### config.mk
export PLATFORM = sky130hd
export DESIGN_NAME = cnf_text_stream_parser
export DESIGN_NICKNAME = d
export VERILOG_FILES = /design/src/hdl/ctsp_pkg.sv /design/src/hdl/ctsp_core.sv /design/src/hdl/ctsp_outq.sv /design/src/hdl/cnf_text_stream_parser.sv
export VERILOG_INCLUDE_DIRS = /design/src /design/src/hdl
export SDC_FILE = /design/constraint.sdc
export NUM_CORES = 1
export LEC_CHECK = 0
export BUFFER_PORTS_ARGS = -buffer_cell sky130_fd_sc_hd__buf_2
export CAP_MARGIN = 0
export CORE_ASPECT_RATIO = 0.5
export CORE_MARGIN = 10
export CORE_UTILIZATION = 35
export CTS_CLUSTER_DIAMETER = 200
export DETAILED_ROUTE_END_ITERATION = 8
export PLACE_DENSITY = 0.56
export SYNTH_ARGS = -nofsm -noshare
export SYNTH_HDL_FRONTEND = slang
export SYNTH_SLANG_ARGS = --single-unit
### constraint.sdc
create_clock -name clk -period 5.8 [get_ports clk]
set_clock_uncertainty 0.1 [all_clocks]
set_input_delay 1.16 -clock clk [delete_from_list [all_inputs] [get_ports clk]]
set_output_delay 1.16 -clock clk [all_outputs]
set_load 0.05 [all_outputs]
### src/hdl/cnf_text_stream_parser_macros.svh
// Assertion macros shared by the CNF text parser modules.
// Expects clk and rst_n (synchronous, active low) in the enclosing module.
`ifndef CNF_TEXT_STREAM_PARSER_MACROS_SVH
`define CNF_TEXT_STREAM_PARSER_MACROS_SVH

// Same-cycle implication, checked out of reset
`define CTSP_ASSERT_NOW(lbl, ante, cons, msg) \
  lbl: assert property (@(posedge clk) disable iff (!rst_n) (ante) |-> (cons)) \
    else $error(msg);

// Next-cycle implication, checked out of reset
`define CTSP_ASSERT_NEXT(lbl, ante, cons, msg) \
  lbl: assert property (@(posedge clk) disable iff (!rst_n) (ante) |=> (cons)) \
    else $error(msg);

`endif

### src/hdl/ctsp_pkg.sv
// Shared types and constants for the CNF text stream parser.
// No dependencies; used by ctsp_core, ctsp_outq and cnf_text_stream_parser.
`default_nettype none

package ctsp_pkg;

  typedef enum logic [6:0] {
    MODE_IDLE    = 7'b0000001,
    MODE_COMMENT = 7'b0000010,
    MODE_SKIP1   = 7'b0000100,
    MODE_VARS    = 7'b0001000,
    MODE_SKIP2   = 7'b0010000,
    MODE_CLAUSES = 7'b0100000,
    MODE_NUMBER  = 7'b1000000
  } mode_t;

  localparam logic [1:0] KIND_LITERAL    = 2'd0;
  localparam logic [1:0] KIND_CLAUSE_END = 2'd1;
  localparam logic [1:0] KIND_HEADER     = 2'd2;
  localparam logic [1:0] KIND_SUMMARY    = 2'd3;

  localparam logic [7:0] CHAR_C       = 8'h63;
  localparam logic [7:0] CHAR_P       = 8'h70;
  localparam logic [7:0] CHAR_MINUS   = 8'h2D;
  localparam logic [7:0] CHAR_ZERO    = 8'h30;
  localparam logic [7:0] CHAR_NINE    = 8'h39;
  localparam logic [7:0] CHAR_NEWLINE = 8'h0A;

  localparam logic [31:0] LIT_MAX = 32'h7FFF_FFFF;
  localparam logic [31:0] CNT_MAX = 32'hFFFF_FFFF;

  // Result queue: room for two results per transaction plus slack
  localparam int Q_DEPTH = 4;
  localparam int Q_PTR_W = $clog2(Q_DEPTH);
  localparam int Q_CNT_W = $clog2(Q_DEPTH + 1);

  typedef struct packed {
    logic [1:0]         kind;
    logic signed [31:0] literal;
    logic [31:0]        var_count;
    logic [31:0]        clause_count;
    logic [31:0]        clauses_seen;
    logic               count_match;
    logic               overflow;
    logic               last;
  } result_t;

  typedef struct packed {
    logic    push0;
    logic    push1;
    result_t res0;
    result_t res1;
  } push_t;

endpackage

`default_nettype wire

### src/hdl/ctsp_core.sv
// Parser state and per-byte next-state logic for the CNF text stream parser.
// Depends on ctsp_pkg and cnf_text_stream_parser_macros.svh.
`default_nettype none
`include "cnf_text_stream_parser_macros.svh"

module ctsp_core (
  input  wire logic           clk,
  input  wire logic           rst_n,
  input  wire logic           in_accept,
  input  wire logic [7:0]     text_byte,
  input  wire logic           end_of_text,
  output ctsp_pkg::push_t     push
);

  ctsp_pkg::mode_t mode_r, mode_nxt;
  logic        neg_r, neg_nxt;
  logic [31:0] acc_r, acc_nxt;
  logic        ovf_r, ovf_nxt;
  logic [31:0] hvars_r, hvars_nxt;
  logic [31:0] hcl_r, hcl_nxt;
  logic [31:0] cnt_r, cnt_nxt;

  logic        is_dig;
  logic [3:0]  digit;
  logic [35:0] mac;
  logic [35:0] limit;
  logic        mac_sat;
  logic [31:0] mac_val;
  logic [31:0] cnt_inc;
  ctsp_pkg::result_t num_res;
  ctsp_pkg::result_t hdr_res;
  ctsp_pkg::result_t sum_res;

  always_comb begin
    is_dig  = text_byte inside {[ctsp_pkg::CHAR_ZERO:ctsp_pkg::CHAR_NINE]};
    digit   = text_byte[3:0];
    // acc * 10 + digit as two shifted adds
    mac     = {1'b0, acc_r, 3'b000} + {3'b000, acc_r, 1'b0} + {32'd0, digit};
    limit   = (mode_r == ctsp_pkg::MODE_NUMBER) ? {4'd0, ctsp_pkg::LIT_MAX}
                                                : {4'd0, ctsp_pkg::CNT_MAX};
    mac_sat = mac > limit;
    mac_val = mac_sat ? limit[31:0] : mac[31:0];
    cnt_inc = ((acc_r == 32'd0) && (cnt_r != ctsp_pkg::CNT_MAX)) ? cnt_r + 32'd1 : cnt_r;

    num_res              = '0;
    num_res.kind         = (acc_r == 32'd0) ? ctsp_pkg::KIND_CLAUSE_END
                                            : ctsp_pkg::KIND_LITERAL;
    num_res.literal      = (acc_r == 32'd0) ? 32'sd0
                         : (neg_r ? 32'd0 - acc_r : acc_r);
    num_res.var_count    = hvars_r;
    num_res.clause_count = hcl_r;
    num_res.clauses_seen = cnt_inc;
    num_res.overflow     = ovf_r;
    num_res.last         = 1'b1;

    hdr_res              = '0;
    hdr_res.kind         = ctsp_pkg::KIND_HEADER;
    hdr_res.var_count    = hvars_r;
    hdr_res.clause_count = acc_r;
    hdr_res.clauses_seen = cnt_r;
    hdr_res.overflow     = ovf_r;
    hdr_res.last         = 1'b1;

    sum_res              = '0;
    sum_res.kind         = ctsp_pkg::KIND_SUMMARY;
    sum_res.var_count    = hvars_r;
    sum_res.clause_count = hcl_r;
    sum_res.clauses_seen = cnt_r;
    sum_res.last         = 1'b1;

    mode_nxt  = mode_r;
    neg_nxt   = neg_r;
    acc_nxt   = acc_r;
    ovf_nxt   = ovf_r;
    hvars_nxt = hvars_r;
    hcl_nxt   = hcl_r;
    cnt_nxt   = cnt_r;
    push      = '0;

    if (end_of_text) begin
      // flush whatever is pending, then summarise and return to reset
      if (mode_r == ctsp_pkg::MODE_NUMBER) begin
        push.push0           = 1'b1;
        push.res0            = num_res;
        push.res0.last       = 1'b0;
        sum_res.clauses_seen = cnt_inc;
      end else if (mode_r == ctsp_pkg::MODE_CLAUSES) begin
        push.push0           = 1'b1;
        push.res0            = hdr_res;
        push.res0.last       = 1'b0;
        sum_res.clause_count = acc_r;
      end
      sum_res.count_match = (sum_res.clauses_seen == sum_res.clause_count);
      if (push.push0) begin
        push.push1 = 1'b1;
        push.res1  = sum_res;
      end else begin
        push.push0 = 1'b1;
        push.res0  = sum_res;
      end
      mode_nxt  = ctsp_pkg::MODE_IDLE;
      neg_nxt   = 1'b0;
      acc_nxt   = 32'd0;
      ovf_nxt   = 1'b0;
      hvars_nxt = 32'd0;
      hcl_nxt   = 32'd0;
      cnt_nxt   = 32'd0;
    end else begin
      case (mode_r)
        ctsp_pkg::MODE_COMMENT: begin
          if (text_byte == ctsp_pkg::CHAR_NEWLINE) begin
            mode_nxt = ctsp_pkg::MODE_IDLE;
          end
        end
        ctsp_pkg::MODE_SKIP1, ctsp_pkg::MODE_SKIP2: begin
          if (is_dig) begin
            acc_nxt  = {28'd0, digit};
            mode_nxt = (mode_r == ctsp_pkg::MODE_SKIP1) ? ctsp_pkg::MODE_VARS
                                                       : ctsp_pkg::MODE_CLAUSES;
          end
        end
        ctsp_pkg::MODE_VARS: begin
          if (is_dig) begin
            acc_nxt = mac_val;
            if (mac_sat) begin
              ovf_nxt = 1'b1;
            end
          end else begin
            // overflow flag stays up for the rest of the header
            hvars_nxt = acc_r;
            acc_nxt   = 32'd0;
            mode_nxt  = ctsp_pkg::MODE_SKIP2;
          end
        end
        ctsp_pkg::MODE_CLAUSES: begin
          if (is_dig) begin
            acc_nxt = mac_val;
            if (mac_sat) begin
              ovf_nxt = 1'b1;
            end
          end else begin
            push.push0 = 1'b1;
            push.res0  = hdr_res;
            hcl_nxt    = acc_r;
            acc_nxt    = 32'd0;
            ovf_nxt    = 1'b0;
            mode_nxt   = ctsp_pkg::MODE_IDLE;
          end
        end
        ctsp_pkg::MODE_NUMBER: begin
          if (is_dig) begin
            acc_nxt = mac_val;
            if (mac_sat) begin
              ovf_nxt = 1'b1;
            end
          end else begin
            push.push0 = 1'b1;
            push.res0  = num_res;
            cnt_nxt    = cnt_inc;
            neg_nxt    = 1'b0;
            acc_nxt    = 32'd0;
            ovf_nxt    = 1'b0;
            mode_nxt   = ctsp_pkg::MODE_IDLE;
          end
        end
        default: begin
          mode_nxt = ctsp_pkg::MODE_IDLE;
          if (text_byte == ctsp_pkg::CHAR_C) begin
            mode_nxt = ctsp_pkg::MODE_COMMENT;
          end else if (text_byte == ctsp_pkg::CHAR_P) begin
            hvars_nxt = 32'd0;
            hcl_nxt   = 32'd0;
            acc_nxt   = 32'd0;
            ovf_nxt   = 1'b0;
            mode_nxt  = ctsp_pkg::MODE_SKIP1;
          end else if (text_byte == ctsp_pkg::CHAR_MINUS) begin
            neg_nxt = 1'b1;
          end else if (is_dig) begin
            acc_nxt  = {28'd0, digit};
            ovf_nxt  = 1'b0;
            mode_nxt = ctsp_pkg::MODE_NUMBER;
          end
        end
      endcase
    end

    // nothing leaves the core unless the byte is actually taken
    if (!in_accept) begin
      push.push0 = 1'b0;
      push.push1 = 1'b0;
    end
  end

  always_ff @(posedge clk) begin
    if (!rst_n) begin
      mode_r  <= ctsp_pkg::MODE_IDLE;
      neg_r   <= 1'b0;
      acc_r   <= 32'd0;
      ovf_r   <= 1'b0;
      hvars_r <= 32'd0;
      hcl_r   <= 32'd0;
      cnt_r   <= 32'd0;
    end else if (in_accept) begin
      mode_r  <= mode_nxt;
      neg_r   <= neg_nxt;
      acc_r   <= acc_nxt;
      ovf_r   <= ovf_nxt;
      hvars_r <= hvars_nxt;
      hcl_r   <= hcl_nxt;
      cnt_r   <= cnt_nxt;
    end
  end

  `CTSP_ASSERT_NEXT(a_eot_resets, in_accept && end_of_text,
    mode_r == ctsp_pkg::MODE_IDLE && acc_r == 32'd0 && cnt_r == 32'd0 && !neg_r,
    "end of text did not return the parser to its reset state")
  `CTSP_ASSERT_NOW(a_two_only_at_eot, push.push1,
    end_of_text && push.push0 && push.res1.kind == ctsp_pkg::KIND_SUMMARY,
    "second result pushed outside an end-of-text transaction")
  `CTSP_ASSERT_NOW(a_lit_in_range,
    push.push0 && push.res0.kind == ctsp_pkg::KIND_LITERAL,
    push.res0.literal != 32'sd0 && push.res0.literal != 32'sh8000_0000,
    "literal out of its saturated range")

endmodule

`default_nettype wire

### src/hdl/ctsp_outq.sv
// Result queue for the CNF text stream parser: takes up to two results per
// transaction and hands one per cycle to a ready output. Depends on ctsp_pkg.
`default_nettype none
`include "cnf_text_stream_parser_macros.svh"

module ctsp_outq (
  input  wire logic              clk,
  input  wire logic              rst_n,
  input  wire ctsp_pkg::push_t   push,
  output logic                   space,
  output logic                   res_valid,
  input  wire logic              res_ready,
  output ctsp_pkg::result_t      res
);

  ctsp_pkg::result_t q_r [ctsp_pkg::Q_DEPTH];
  logic [ctsp_pkg::Q_PTR_W-1:0] rd_ptr_r, rd_ptr_nxt;
  logic [ctsp_pkg::Q_PTR_W-1:0] wr_ptr_r, wr_ptr_nxt;
  logic [ctsp_pkg::Q_CNT_W-1:0] count_r, count_nxt;
  logic [ctsp_pkg::Q_PTR_W-1:0] wr_ptr_p1;
  logic [1:0]                   push_n;
  logic                         pop;

  always_comb begin
    pop        = res_valid && res_ready;
    push_n     = {1'b0, push.push0} + {1'b0, push.push1};
    wr_ptr_p1  = wr_ptr_r + ctsp_pkg::Q_PTR_W'(1);
    wr_ptr_nxt = wr_ptr_r + push_n[ctsp_pkg::Q_PTR_W-1:0];
    rd_ptr_nxt = rd_ptr_r + {{(ctsp_pkg::Q_PTR_W-1){1'b0}}, pop};
    count_nxt  = count_r + {{(ctsp_pkg::Q_CNT_W-2){1'b0}}, push_n}
               - {{(ctsp_pkg::Q_CNT_W-1){1'b0}}, pop};
  end

  // accept only while two slots are guaranteed free
  assign space     = count_r <= ctsp_pkg::Q_CNT_W'(ctsp_pkg::Q_DEPTH - 2);
  assign res_valid = count_r != '0;
  assign res       = q_r[rd_ptr_r];

  always_ff @(posedge clk) begin
    if (!rst_n) begin
      rd_ptr_r <= '0;
      wr_ptr_r <= '0;
      count_r  <= '0;
    end else begin
      rd_ptr_r <= rd_ptr_nxt;
      wr_ptr_r <= wr_ptr_nxt;
      count_r  <= count_nxt;
    end
  end

  always_ff @(posedge clk) begin
    if (push.push0) begin
      q_r[wr_ptr_r] <= push.res0;
    end
    if (push.push1) begin
      q_r[wr_ptr_p1] <= push.res1;
    end
  end

  `CTSP_ASSERT_NOW(a_no_overfill, push.push0,
    count_r <= ctsp_pkg::Q_CNT_W'(ctsp_pkg::Q_DEPTH - 2),
    "result pushed without room for two entries")
  `CTSP_ASSERT_NEXT(a_count_track, 1'b1,
    count_r == $past(count_r) + {{(ctsp_pkg::Q_CNT_W-2){1'b0}}, $past(push_n)}
               - {{(ctsp_pkg::Q_CNT_W-1){1'b0}}, $past(pop)},
    "queue occupancy lost track of pushes and pops")
  `CTSP_ASSERT_NOW(a_count_bound, 1'b1,
    count_r <= ctsp_pkg::Q_CNT_W'(ctsp_pkg::Q_DEPTH),
    "queue occupancy above its depth")

endmodule

`default_nettype wire

### src/hdl/cnf_text_stream_parser.sv
// Top level of the CNF text stream parser: byte input channel, result channel.
// Depends on ctsp_pkg, ctsp_core and ctsp_outq.
//
//   channel | ports  | tdata                     | tuser       | tlast
//   input   | in_*   | text_byte                 | end_of_text | -
//   result  | out_*  | literal .. overflow       | kind        | last
//
// One byte is taken per cycle while in_tready is high; each costs one multiply-add
// by ten and a mode update, and its results go into a four-entry result queue.
// An end-of-text transaction yields one or two results; in_tready stays high
// while the queue holds two results or fewer, so output stalls back-pressure.
// Reset (rst_n low, synchronous) clears the parser state and the queue.
`default_nettype none

module cnf_text_stream_parser (
  input  wire logic         clk,
  input  wire logic         rst_n,
  input  wire logic         in_tvalid,
  output logic              in_tready,
  input  wire logic [7:0]   in_tdata,   // [7:0] text_byte
  input  wire logic         in_tuser,   // [0] end_of_text
  output logic              out_tvalid,
  input  wire logic         out_tready,
  output logic [135:0]      out_tdata,  // [31:0] literal, [63:32] var_count,
                                        // [95:64] clause_count, [127:96] clauses_seen,
                                        // [128] count_match, [129] overflow, rest zero
  output logic [1:0]        out_tuser,  // [1:0] kind
  output logic              out_tlast
);

  logic              in_accept;
  ctsp_pkg::push_t   push;
  ctsp_pkg::result_t res;

  assign in_accept = in_tvalid && in_tready;

  ctsp_core u_core (
    .clk         (clk),
    .rst_n       (rst_n),
    .in_accept   (in_accept),
    .text_byte   (in_tdata),
    .end_of_text (in_tuser),
    .push        (push)
  );

  ctsp_outq u_outq (
    .clk       (clk),
    .rst_n     (rst_n),
    .push      (push),
    .space     (in_tready),
    .res_valid (out_tvalid),
    .res_ready (out_tready),
    .res       (res)
  );

  assign out_tdata = {6'd0, res.overflow, res.count_match, res.clauses_seen,
                      res.clause_count, res.var_count, res.literal};
  assign out_tuser = res.kind;
  assign out_tlast = res.last;

endmodule

`default_nettype wire
# Word-level counts from Yosys, hierarchy flattened
# Memory sizes are Yosys's and may differ from the RTL's. A register that Yosys moved wholly into a read port is not among the register bits.
# Cells that the tools add are included.
[word_totals]
regBits = 144
ram_bits = 532
in_bits = 13
output_inout_bits = 141
wordCells = 160
n_memories = 1
[classes]
add_sub_neg = 10
n_lt_le_gt_ge = 4
eq_ne = 33
mux = 77
n_reduce_logical = 25
[mem_list]
columns = ["memory", "depth", "width", "read_ports", "rd_clocked_by_memory_dff", "wr", "line_no", "source"]
rows = [
  ["u_outq.q_r", 4, 133, 1, 1, 2, "ctsp_outq.sv:16", "ctsp_pkg::result_t q_r [ctsp_pkg::Q_DEPTH];"],
]
[ops]
columns = ["cell", "count"]
rows = [
  ["2-to-1 mux 133 bit", 8],
  ["2-to-1 mux 32 bit", 24],
  ["case mux 133 bit (2 select lines)", 1],
  ["case mux 32 bit (2 select lines)", 2],
  ["case mux 32 bit (3 select lines)", 1],
  ["2-to-1 mux 7 bit", 9],
  ["adder 35 x 33 -> 36 bit", 1],
  ["adder 36 x 4 -> 36 bit", 1],
  ["greater-than comparator 36 bit", 1],
  ["adder 32 x 1 -> 32 bit (second input constant)", 1],
  ["== test 32 bit", 1],
  ["zero test 32 bit", 1],
  ["inequality test 32 bit (second input constant)", 1],
  ["subtractor 1 x 32 -> 32 bit (first input constant)", 1],
  ["case mux 7 bit (4 select lines)", 1],
  ["2-to-1 mux 1 bit", 26],
  ["inequality test 3 x 2 -> 1 bit (second input constant)", 6],
  ["== test 8 x 7 -> 1 bit (second input constant)", 2],
  ["inequality test 3 bit (second input constant)", 5],
  ["AND reduction 5 bit", 3],
  ["OR reduction 5 bit", 3],
  ["AND reduction 6 bit", 2],
  ["nonzero test 3 bit", 4],
  ["inequality test 5 x 4 -> 1 bit (second input constant)", 2],
  ["other kinds (31)", 42],
]

# Logic depth before layout (Yosys ltp)
[logic_depth]
depth_word = 10
ltp_mapped = 23
mapped_depth_nobuf = 20

# By module
# Synthesis repeated with hierarchy kept, for this count alone.
[unflattened]
cells_unflattened = 3490
area_unflattened_um2 = 40845.4
[modules_own_cells]
columns = ["module", "n_inst", "cells_each", "area_per_inst_um2", "seq_area_each_um2"]
rows = [
  ["ctsp_outq", 1, 1330, 25942.4, 16115.5],
  ["ctsp_core", 1, 2152, 14848.0, 2742.6],
  ["cnf_text_stream_parser", 1, 8, 55.1, 0.0],
]

# Worst setup path after synthesis
# No wires, ideal clock.
[synth_timing]
path_type = "input -> register"
from = "input in_tdata[3]"
to = "register u_core.acc_r[11]"
setup_time_ps = 120
arrival_ps = 5936
t_required_ps = 5580
path_slack_ps = -355
cell_stages = 22
path_buffers = 2
path_cell_list = "fa_1 ha_1 a211oi_1 o21ai_0 a211oi_1 nand4bb_1 and2_1 o21ai_0 a31oi_1 xnor2_1 ha_1 nand3_1 nor3_1 and4_1 nand4_1 a2111oi_0 nand4_1 o41a_1 clkbuf_1 o31a_1 clkbuf_1 a211o_1"
[synth_between]
elab_chain_len = 8
elab_cells_between_ends = 19
cone_classes = "1 x add/sub; 3 x order compare; 5 x eq/ne; 8 x mux; 2 x reduce/logical"
[synth_rtl]
columns = ["element", "line_no", "source"]
rows = [
  ["start: declaration", "cnf_text_stream_parser.sv:20", "input wire logic [7:0] in_tdata,"],
  ["parallel branches: the longest is 8 deep, another holds adder 36 x 4 -> 36 bit", "n/a", ""],
  ["end signal: assignment", "ctsp_core.sv:206", "acc_r <= acc_nxt;"],
  ["end: declaration", "ctsp_core.sv:17", "logic [31:0] acc_r, acc_nxt;"],
]
# Several ways; the timed one is not identified. The select of a mux whose other input is x is not followed.
# A chain may end at the register's enable or synchronous reset.

# Final worst setup path
[layout_timing]
from = "input in_tdata[3]"
to = "register u_core.acc_r[8]"
# Same word-level chain as after synthesis.

==> metrics <==
fmax 0.180 GHz; antenna-violating nets left 0; Mapped Cells 3507; Yosys top cell by area edfxtp_1; Distinct cells, synth 84; CP Cell Sequence buf_2, fa_1, ha_4, a211oi_4, o21ai_2, a211oi_2, nand4bb_1, and2_1, o21ai_0, a31oi_1, xnor2_1, ha_1, nand3_1, nor3_2, and4_1, nand4_1, a2111oi_2, nand4_1, o41a_1, o31a_1, buf_12, a221o_1; worst skew pair latency around 650 ps; register area share after synthesis 0.492; Layout fillers about 9700; gr usage total 0.204; CP max stage delay around 610 ps; Final nets 3638; Least-Margin Pin Slew roughly 1300 ps; CTS root buf clkbuf_16; Post-Syn Area roughly 36000 µm²; top-count cell post-synth edfxtp_1; Ys Warns 0; Port Buffers 147; Area after DPL between 30000 and 40000 µm²; most area-consuming cells after synthesis edfxtp_1, dfxtp_1, mux4_2; most instantiated cells after synthesis edfxtp_1, a21oi_1, dfxtp_1; RSZ-0062 raised after global routing false; pwr dens between 300 and 400 nW/µm²; part of the power in the clock network 0.369; CP Max Fanout 16; Max-Cap Viols 0; number of global-route vias before repair roughly 28000; hpwl dp 81400 µm; overflow left after global routing 0; Design Area, Final 40700 µm²; power share of the combinational group 0.214; crit path max-delay cell type fa_1; DRC 0; Setup WS post-layout between 200 and 300 ps; Post-synth EDFFs 400; Initial Utilization 0.354; initial drt markers 3177; run status completed; Clock Sink Count slightly below 700; flops & latches, synth just under 700; min cycle time layout between 5000 and 6000 ps; CP Capture Type register; setup TNS 0 ps; post-detailed-route wirelength per cell roughly 25 µm; switching share of power 0.320; Flop pwr share 0.417; NetSw around 4100 µW; Worst Hold Class register to register; vias 29300; post-synth top area share 0.337; Num CTS Buffers ~70; CP Launch Type primary input; first-pass GRT wire length 185000 µm; DRT Wirelength ~120000 µm; Layout area overhead 14.0%; vias per cell roughly 5.9; fin cells around 5000; clk buf depth 3; final hold violation count 0; sequential cell area 17500 µm²; CTS tree yes; IO Count 154; drt pass-1 iters 6; Die Area ~120000 µm²; GPL Wtd Cong 0.969; FP Rows a little over 80; core area around 100000 µm²; Worst EP arrival 5950 ps; CP top delay family compound AO/OA/AOI/OAI gates; Die Wd ~470 µm; Final Max Slew Viols 0; Mean Syn Cell Area about 10 µm²; layout cells sized above 1 0.169; largest net degree at the start of global routing 85; most frequent CP cell nand4_1; worst vdd ir 236 µV; CP required about 6200 ps; die height between 200 and 250 µm; internal cell power slightly below 9000 µW; number of cells in the design after placement about 4800; part of the cycle the worst path needs 0.956; Multi-input gate area 17000 µm²; clk slew on worst S/H paths approximately 60 ps; Buf+Inv Stages, Crit Path 2; Leak ~0.014 µW; ys async rst share 0; initial antenna violation count 5; diode count 0; crit path kind primary input to register; # setup viols final 0; Rel. slew slack 0.156; H-tree Lvls 3; Synth Flop Type edfxtp_1; post-placement setup slack -471 ps
==> power by group through the flow <==
stage                     registers, µW  clock network, µW  logic [µW]
after floorplan                    5310                  0        2080
after CTS                          5330               4770        2770
after global placement             5430                  0        2770
final                              5320               4710        2720
after global routing               5340               4950        2850
after detailed placement           5440                  0        2770
==> routing by layer <==
metal  wire [µm]  global-route usage
met5          20                   0
met3       10900              0.0447
met2       55200               0.319
met1       53300               0.280
met4        3450              0.0621
==> through the flow <==
step / power, µW / utilization / hold slack (ps)
finish: 12800 / 0.404 / 369
global route: 13200 / 0.404 / 391
CTS: 12900 / 0.404 / 367
detailed placement: 8200 / 0.380 / 358
global placement: 8200 / 0.380 / 348
floorplan: 7390 / - / 338
==> cells by family (layout without fill, tap and decap cells) <==
| family | count (synthesis) | in the layout | share of synthesized area |
|---|---|---|---|
| compound gates | 919 | 919 | 0.151 |
| xor+xnor | 126 | 126 | 0.0309 |
| fa+ha+maj | 75 | 75 | 0.0269 |
| buf+inv | 359 | 453 | 0.0391 |
| flops | 676 | 676 | 0.492 |
| mux | 160 | 160 | 0.0916 |
| other cells | 1 | 6 | 0.000105 |
| simple gates | 1191 | 1191 | 0.169 |
==> cells in the final DEF (no fill, tap or decap), types with 8 or more instances in the layout <==
cell	netlist	layout
inv_1	32	31
xnor2_1	81	81
o211ai_1	9	9
o31ai_1	14	14
nor2_1	203	199
a22oi_1	31	31
a21o_1	9	9
clkbuf_16	0	72
a31oi_1	10	10
a221oi_1	8	8
a21boi_0	18	18
nor2b_1	28	28
a211oi_1	17	15
o22ai_1	131	131
buf_2	7	147
o21ai_0	254	252
nor3_1	96	91
nand3_1	249	246
a21oi_1	332	330
dfxtp_1	276	274
mux2i_1	27	27
nand4_1	29	29
ha_1	72	71
or3_1	40	40
edfxtp_1	400	400
clkbuf_1	264	18
nand2b_1	13	13
mux4_2	133	133
xor2_1	45	45
buf_12	0	11
nand2_4	1	8
or4_1	15	15
and3_1	24	23
nand2_1	266	256
or2_2	23	23
nor4_1	30	30
and2_1	137	137
buf_4	7	135
a221o_1	20	20
clkbuf_8	0	12
==> sequential cells by signal, summed over array words and instances, names as in the netlist <==
register	flops
u_core.neg_r	1
u_core.acc_r	32
u_core.hcl_r	32
u_outq.count_r	3
u_outq.wr_ptr_r	2
u_core.ovf_r	1
u_outq.rd_ptr_r	2
u_core.hvars_r	32
u_outq.q_r	532
u_core.cnt_r	32
u_core.mode_r	7
==> final cells by class <==
| type | instances | area share |
|---|---|---|
| sequential | 676 | 0.431 |
| timing repair buffer | 293 | 0.0484 |
| tap | 1344 | 0.0413 |
| multi-input combinational | 2477 | 0.417 |
| clock buffer | 102 | 0.0500 |
| inverter | 34 | 0.00332 |
| clock inverter | 24 | 0.00812 |
==> worst reg2reg max path, delay by kind of cell (launching register included) <==
family          cells  cell delay [ps]
compound gates      9             2210
xor+xnor            1              170
flops               1              640
simple gates        7             1120
fa+ha+maj           3              690
buf+inv             2              400
==> path summary, 6_finish.rpt <==
check                               endpoint                       startpoint  slack, ps  cells past startpoint
max             u_core.acc_r[8]$_SDFFE_PN0P_                      in_tdata[3]        260                     22
min          u_outq.q_r[2][117]$_SDFFE_PP0P_  u_outq.q_r[2][117]$_SDFFE_PP0P_        370                      2
max reg2reg     u_core.acc_r[8]$_SDFFE_PN0P_    u_core.acc_r[13]$_SDFFE_PN0P_        350                     22
min reg2reg  u_outq.q_r[2][117]$_SDFFE_PP0P_  u_outq.q_r[2][117]$_SDFFE_PP0P_        370                      2
==> repair_timing <==
item	CTS	global route
buffers inserted	0	3
resized for setup	0	3
hold buffers	0	0
endpoints found under the setup margin	0	29
Power figures use the tool's default switching activity.
